### config.mk
export PLATFORM = sky130hd
export DESIGN_NAME = msf_ctrl
export DESIGN_NICKNAME = d
export VERILOG_FILES = /design/src/design/msf_pkg.sv /design/src/design/msf_ctrl.sv
export SDC_FILE = /design/constraint.sdc
export NUM_CORES = 1
export LEC_CHECK = 0
export BUFFER_PORTS_ARGS = -buffer_cell sky130_fd_sc_hd__buf_2
export CAP_MARGIN = 20
export CORE_AREA = 2 2 39 41
export CTS_BUF_LIST = sky130_fd_sc_hd__clkbuf_16
export DETAILED_ROUTE_END_ITERATION = 7
export DIE_AREA = 0 0 41 43
export GPL_TIMING_DRIVEN = 0
export SKIP_CTS_REPAIR_TIMING = 1
export SYNTH_ARGS = -nofsm -noshare
export SYNTH_HDL_FRONTEND = slang
export SYNTH_SLANG_ARGS = --single-unit
### constraint.sdc
create_clock -name clock -period 1.7 [get_ports clock]
set_clock_uncertainty 0.2 [all_clocks]
set_input_delay 0.085 -clock clock [delete_from_list [all_inputs] [get_ports clock]]
set_output_delay 0.085 -clock clock [all_outputs]
set_load 0.02 [all_outputs]
### src/design/msf_pkg.sv
package msf_pkg;

   // Command codes of the request channel
   localparam logic [1:0] CMD_BLANK = 2'd0;
   localparam logic [1:0] CMD_SPAN  = 2'd1;
   localparam logic [1:0] CMD_READ  = 2'd2;

   // Draw modes of a span
   localparam logic [1:0] MODE_SET    = 2'd0;
   localparam logic [1:0] MODE_CLEAR  = 2'd1;
   localparam logic [1:0] MODE_INVERT = 2'd2;

   localparam logic [7:0]  BYTE_ONES  = 8'hFF;
   localparam logic [7:0]  BYTE_ZEROS = 8'h00;
   localparam logic [16:0] DARK_MAX   = 17'h1FFFF;

   // Controller to datapath
   typedef struct packed {
      logic load;
      logic clear_dark;
      logic blank_write;
      logic span_read;
      logic span_write;
      logic read_issue;
      logic read_finish;
   } ctrl_cmd_type;

   // Datapath to controller
   typedef struct packed {
      logic blank_last;
      logic span_empty;
      logic span_last;
      logic rsp_free;
   } dp_status_type;

endpackage

### src/design/msf_ctrl.sv
module msf_ctrl (
   input  logic                   clock,
   input  logic                   reset,
   input  logic                   req_valid,
   output logic                   req_stall,
   input  logic [1:0]             req_command,
   input  msf_pkg::dp_status_type status,
   output msf_pkg::ctrl_cmd_type  cmd
);

   typedef enum logic [5:0] {
      ST_IDLE     = 6'b000001,
      ST_BLANK    = 6'b000010,
      ST_SPAN_RD  = 6'b000100,
      ST_SPAN_WR  = 6'b001000,
      ST_RD_ISSUE = 6'b010000,
      ST_RD_DONE  = 6'b100000
   } state_type;

   state_type state_ff, state_in;

   always_comb begin
      state_in = state_ff;
      cmd      = '0;
      case (state_ff)
         ST_IDLE: begin
            if (req_valid) begin
               cmd.load = 1'b1;
               case (req_command)
                  msf_pkg::CMD_BLANK: begin
                     cmd.clear_dark = 1'b1;
                     state_in       = ST_BLANK;
                  end
                  msf_pkg::CMD_SPAN: state_in = ST_SPAN_RD;
                  msf_pkg::CMD_READ: state_in = ST_RD_ISSUE;
                  default:           state_in = ST_IDLE;
               endcase
            end
         end
         ST_BLANK: begin
            cmd.blank_write = 1'b1;
            if (status.blank_last) begin
               state_in = ST_IDLE;
            end
         end
         ST_SPAN_RD: begin
            if (status.span_empty) begin
               state_in = ST_IDLE;
            end else begin
               cmd.span_read = 1'b1;
               state_in      = ST_SPAN_WR;
            end
         end
         ST_SPAN_WR: begin
            cmd.span_write = 1'b1;
            state_in       = status.span_last ? ST_IDLE : ST_SPAN_RD;
         end
         ST_RD_ISSUE: begin
            cmd.read_issue = 1'b1;
            state_in       = ST_RD_DONE;
         end
         ST_RD_DONE: begin
            if (status.rsp_free) begin
               cmd.read_finish = 1'b1;
               state_in        = ST_IDLE;
            end
         end
         default: state_in = ST_IDLE;
      endcase
   end

   always_ff @(posedge clock) begin
      if (reset) begin
         state_ff <= ST_IDLE;
      end else begin
         state_ff <= state_in;
      end
   end

   assign req_stall = (state_ff != ST_IDLE);

`ifndef SYNTHESIS
   a_write_follows_read: assert property (@(posedge clock) disable iff (reset)
      cmd.span_write |-> $past(cmd.span_read))
      else $error("span write without a preceding read");

   a_finish_needs_room: assert property (@(posedge clock) disable iff (reset)
      cmd.read_finish |-> status.rsp_free)
      else $error("read result loaded over a waiting beat");

   a_blank_sweep_runs: assert property (@(posedge clock) disable iff (reset)
      cmd.blank_write && !status.blank_last |=> cmd.blank_write)
      else $error("blank sweep stopped early");

   a_load_only_idle: assert property (@(posedge clock) disable iff (reset)
      cmd.load |-> !req_stall)
      else $error("request loaded while busy");
`endif

endmodule

Word level (Yosys, flattened, before mapping)
Index checks and enable logic that the tools add are counted.
{ "classes": {"eq_ne": 12, "mux": 17, "reduce_logical": 2} }
{ "ops": {"columns": ["operator", "n"], "rows": [
  ["$pmux 6 s6", 1],
  ["$mux 6", 3],
  ["$pmux 5 s3", 1],
  ["$mux 1", 8],
  ["$eq 6x1->1 const B", 1],
  ["$eq 6x2->1 const B", 1],
  ["$eq 6x3->1 const B", 1],
  ["$eq 6x4->1 const B", 1],
  ["$eq 6x5->1 const B", 1],
  ["$eq 6x6->1 const B", 1],
  ["$ne 2x2->1 const B", 3],
  ["$ne 6x1->1 const B", 1],
  ["$mux 2", 2],
  ["$mux 4", 1],
  ["$mux 3", 1],
  ["$reduce_and 3->1", 1],
  ["$eq 2x1->1 const B", 1],
  ["$eq 2x2->1 const B", 1],
  ["$logic_not 2->1", 1]
]} }
{ "word_totals": {"register_bits": 6, "input_bits": 9, "output_inout_bits": 8, "wordCells": 32} }

Depth between registers and ports, before layout
{ "depth": {"ltp_word": 4, "ltp_mapped": 5, "ltp_nobuf": 5} }

Least setup slack after synthesis
No wires, ideal clock.
{ "synth_timing": {"path_kind": "register to register", "start": "register state_ff[3]", "end": "register state_ff[0]", "setup_time_ns": 0.120, "arrival_time_ns": 1.878, "slack_ns": -0.498, "path_stages_with_launch": 6, "n_path_buf": 0, "synth_period_minus_slack_ns": 2.198, "cell_sequence": "dfxtp_1 -> or4_4 -> nor3b_1 -> and2b_1 -> or3_1 -> o21ai_1"} }
{ "synth_via": {"elab_chain_cells": 3, "elab_cells_between_ends": 11, "cone_classes": "9 x eq/ne; 1 x mux; 1 x reduce/logical"} }
{ "synth_lines": {"columns": ["element", "line", "source"], "rows": [
  ["start, declared", "msf_ctrl.sv:20", "state_type state_ff, state_in;"],
  ["start signal, assigned", "msf_ctrl.sv:76", "state_ff <= state_in;"],
  ["$eq 6x2->1, or another cell as far along", "msf_ctrl.sv:25", "case (state_ff)"],
  ["$ne 2x2->1 (no source line)", null, null],
  ["$reduce_and 3->1 (no source line)", null, null]
]} }
Several ways; a longest one is shown, not always the timed one.
A chain may end at the register's enable or synchronous reset.

==> impl_metrics.tcl <==
set metrics [dict create \
    outcome "finished, violations left" \
    violations "negative hold slack, negative setup slack" \
    die_area_um2 1763 \
    ir_drop_mv 0.4033 \
    hold_path_end "state_ff[5]$_SDFFE_PP0P_" \
    cap_violations 0 \
    htree_levels 1 \
    r2r_slack_ps -310 \
    grt_use_total_pct 11.38 \
    wire_per_inst_um 10.70 \
    layout_commonest_cell "buf_2" \
    netlist_instances 40 \
    worstHoldStart "status[0]" \
    nets 81 \
    worst_slack_ps -429.0 \
    vias 414 \
    finalHoldViolCount 1 \
    grt_pass1_wl_um 1338 \
    cp_slowest_cell "or4_4" \
    rsz0062_at_grt "yes" \
    core_um2 1384 \
    worst_pin_slew_ps 312.8 \
    worst_hold_slack_ps -26.32 \
    numClockSinks 6 \
    final_core_util_pct 54.79 \
    place_congestion 0.7110 \
    cts_root_buf "clkbuf_16" \
    drive_above_1_share_pct 61.43 \
    grt.overflow.total 0 \
    finalCritPeriodShare_pct 125.2 \
    syn_area_per_cell_um2 9.822 \
    hp-class "input port to register" \
    layout_common_cells "buf_2, buf_4, buf_6" \
    clk_pin_slew_ps 30 \
    p_leak_nw 0.3359 \
    die_w_um 41 \
    setup_viol 13 \
    synth_nets 49 \
    die_h_um 43 \
    reg_top3 "state_ff: 6 flops" \
    cp_cell_sequence "or4_4, nor3b_4, nand2_4, nor3_4, buf_6" \
    ys_seq_elements 6 \
    rr_worst_depth 6 \
    port_buffers 16 \
    drtIter0Drc 3 \
    synthesis.area_um2 392.9 \
    path_class "register to output port" \
    cp.arrival_ps 1840 \
    regMostFlops "state_ff" \
    cts_tree "yes" \
    routed_wl_um 920 \
    drt-vias-per-instance 4.814 \
    initial_utilization_pct 28.39 \
    ys_async_sr_fraction_pct 0 \
    period_needed_ps 2129 \
    rows 14 \
    grt_pass1_vias 332 \
    p_per_area_nw_per_um2 917.7 \
    yosysSeqAreaShare_pct 30.57 \
    worstReg2RegEnd "state_ff[0]$_SDFFE_PP1P_" \
    cpPeakStageDelay_ps 540 \
    clock_latency_ps 220 \
    dr.pass1.iters 4 \
    clock_path_buffers 2 \
    fmax_mhz 469.7 \
    n_antenna_cell 0 \
    whs_path_depth 4 \
    end_kind "output port" \
    yosys_warnings 0 \
    startpoint_type "register" \
    p_total_uw 695.8 \
    antenna_found_initial 0 \
    ioPinCount 17 \
    slew_headroom_pct 78.85 \
    cp_max_fo 4 \
    synth_ff_type "dfxtp_1" \
    dpl_worst_slack_ps -275.9 \
    worstPathRequired_ps 1410 \
    final.setup.tns_ps -2765 \
    area_growth_pct 92.99 \
    ant_nets 0 \
    grt_max_degree 7 \
    cts_buffers 3 \
    synth.distinct_cells 25 \
    r2r-start "state_ff[3]$_SDFFE_PP0P_" \
    drc_errors 0 \
    drv_slew 0 \
    synth_edf_count 0 \
    largest_register_ffs 6 \
]
==> synthesized netlist by cell type (all sizes together) (2+ instances only) <==
library cell / instances / area, um^2
inv: 4 / 15.01
or4: 2 / 18.77
nor3b: 4 / 51.30
nor4: 3 / 18.77
nor2: 4 / 15.01
dfxtp: 6 / 120.1
and2b: 2 / 15.01
nor3: 2 / 21.27
==> report_power, final <==
group	internal, mW	switching (mW)	total (mW)	leakage, nW
Clock	0.301	0.0713	0.372	0.0370
Sequential	0.147	0.0102	0.158	0.0501
Combinational	0.0913	0.0746	0.166	0.249
Total	0.540	0.156	0.696	0.336
==> critical path: cells and delay by family (launching register included) <==
family / cells / cell delay, ps
and+or+nand+nor: 4 / 1140
DFF: 1 / 340
buffers and inverters: 1 / 140
==> how the worst max path moves through the flow <==
| stage | slack (ps) | endpoint | from |
|---|---|---|---|
| after floorplan | -250 | state_ff[0]$_SDFFE_PP1P_ | state_ff[0]$_SDFFE_PP1P_ |
| after global placement | -270 | state_ff[0]$_SDFFE_PP1P_ | state_ff[4]$_SDFFE_PP0P_ |
| after detailed placement | -280 | state_ff[0]$_SDFFE_PP1P_ | state_ff[4]$_SDFFE_PP0P_ |
| after CTS | -510 | cmd[5] | state_ff[4]$_SDFFE_PP0P_ |
| after global routing | -510 | cmd[5] | state_ff[4]$_SDFFE_PP0P_ |
| final | -430 | cmd[5] | state_ff[3]$_SDFFE_PP0P_ |
==> logic make-up (layout without fill, tap and decap cells) <==
logic type / count (synthesis) / after routing / synth area share (%)
and+or+nand+nor: 24 / 24 / 53.18
buffers and inverters: 5 / 35 / 5.732
DFF: 6 / 6 / 30.57
AOI/OAI and AO/OA: 5 / 5 / 10.51
==> routing by layer <==
layer	global-route usage (%)	vias to the layer above	wire, um
li1	-	214	-
met1	14.61	183	400
met2	15.63	15	451
met3	3.141	2	53
met4	8.000	0	14
met5	0	-	0
==> through the flow <==
stage | area (um^2) | std cells
floorplan | 426.7 | 40
global placement | 526.8 | 72
detailed placement | 526.8 | 72
CTS | 601.8 | 75
global route | 758.2 | 86
finish | 758.2 | 86
==> area by class of cell <==
cell class / instances / area [um^2]
clock buffers: 3 / 75.07
plain buffers: 1 / 7.507
inverters: 4 / 15.01
multi-input cells: 29 / 302.8
fillers: 125 / 625.6
well taps: 16 / 20.02
flip-flops and latches: 6 / 125.1
repair buffers: 27 / 212.7
(Power assumes the default switching activity.)
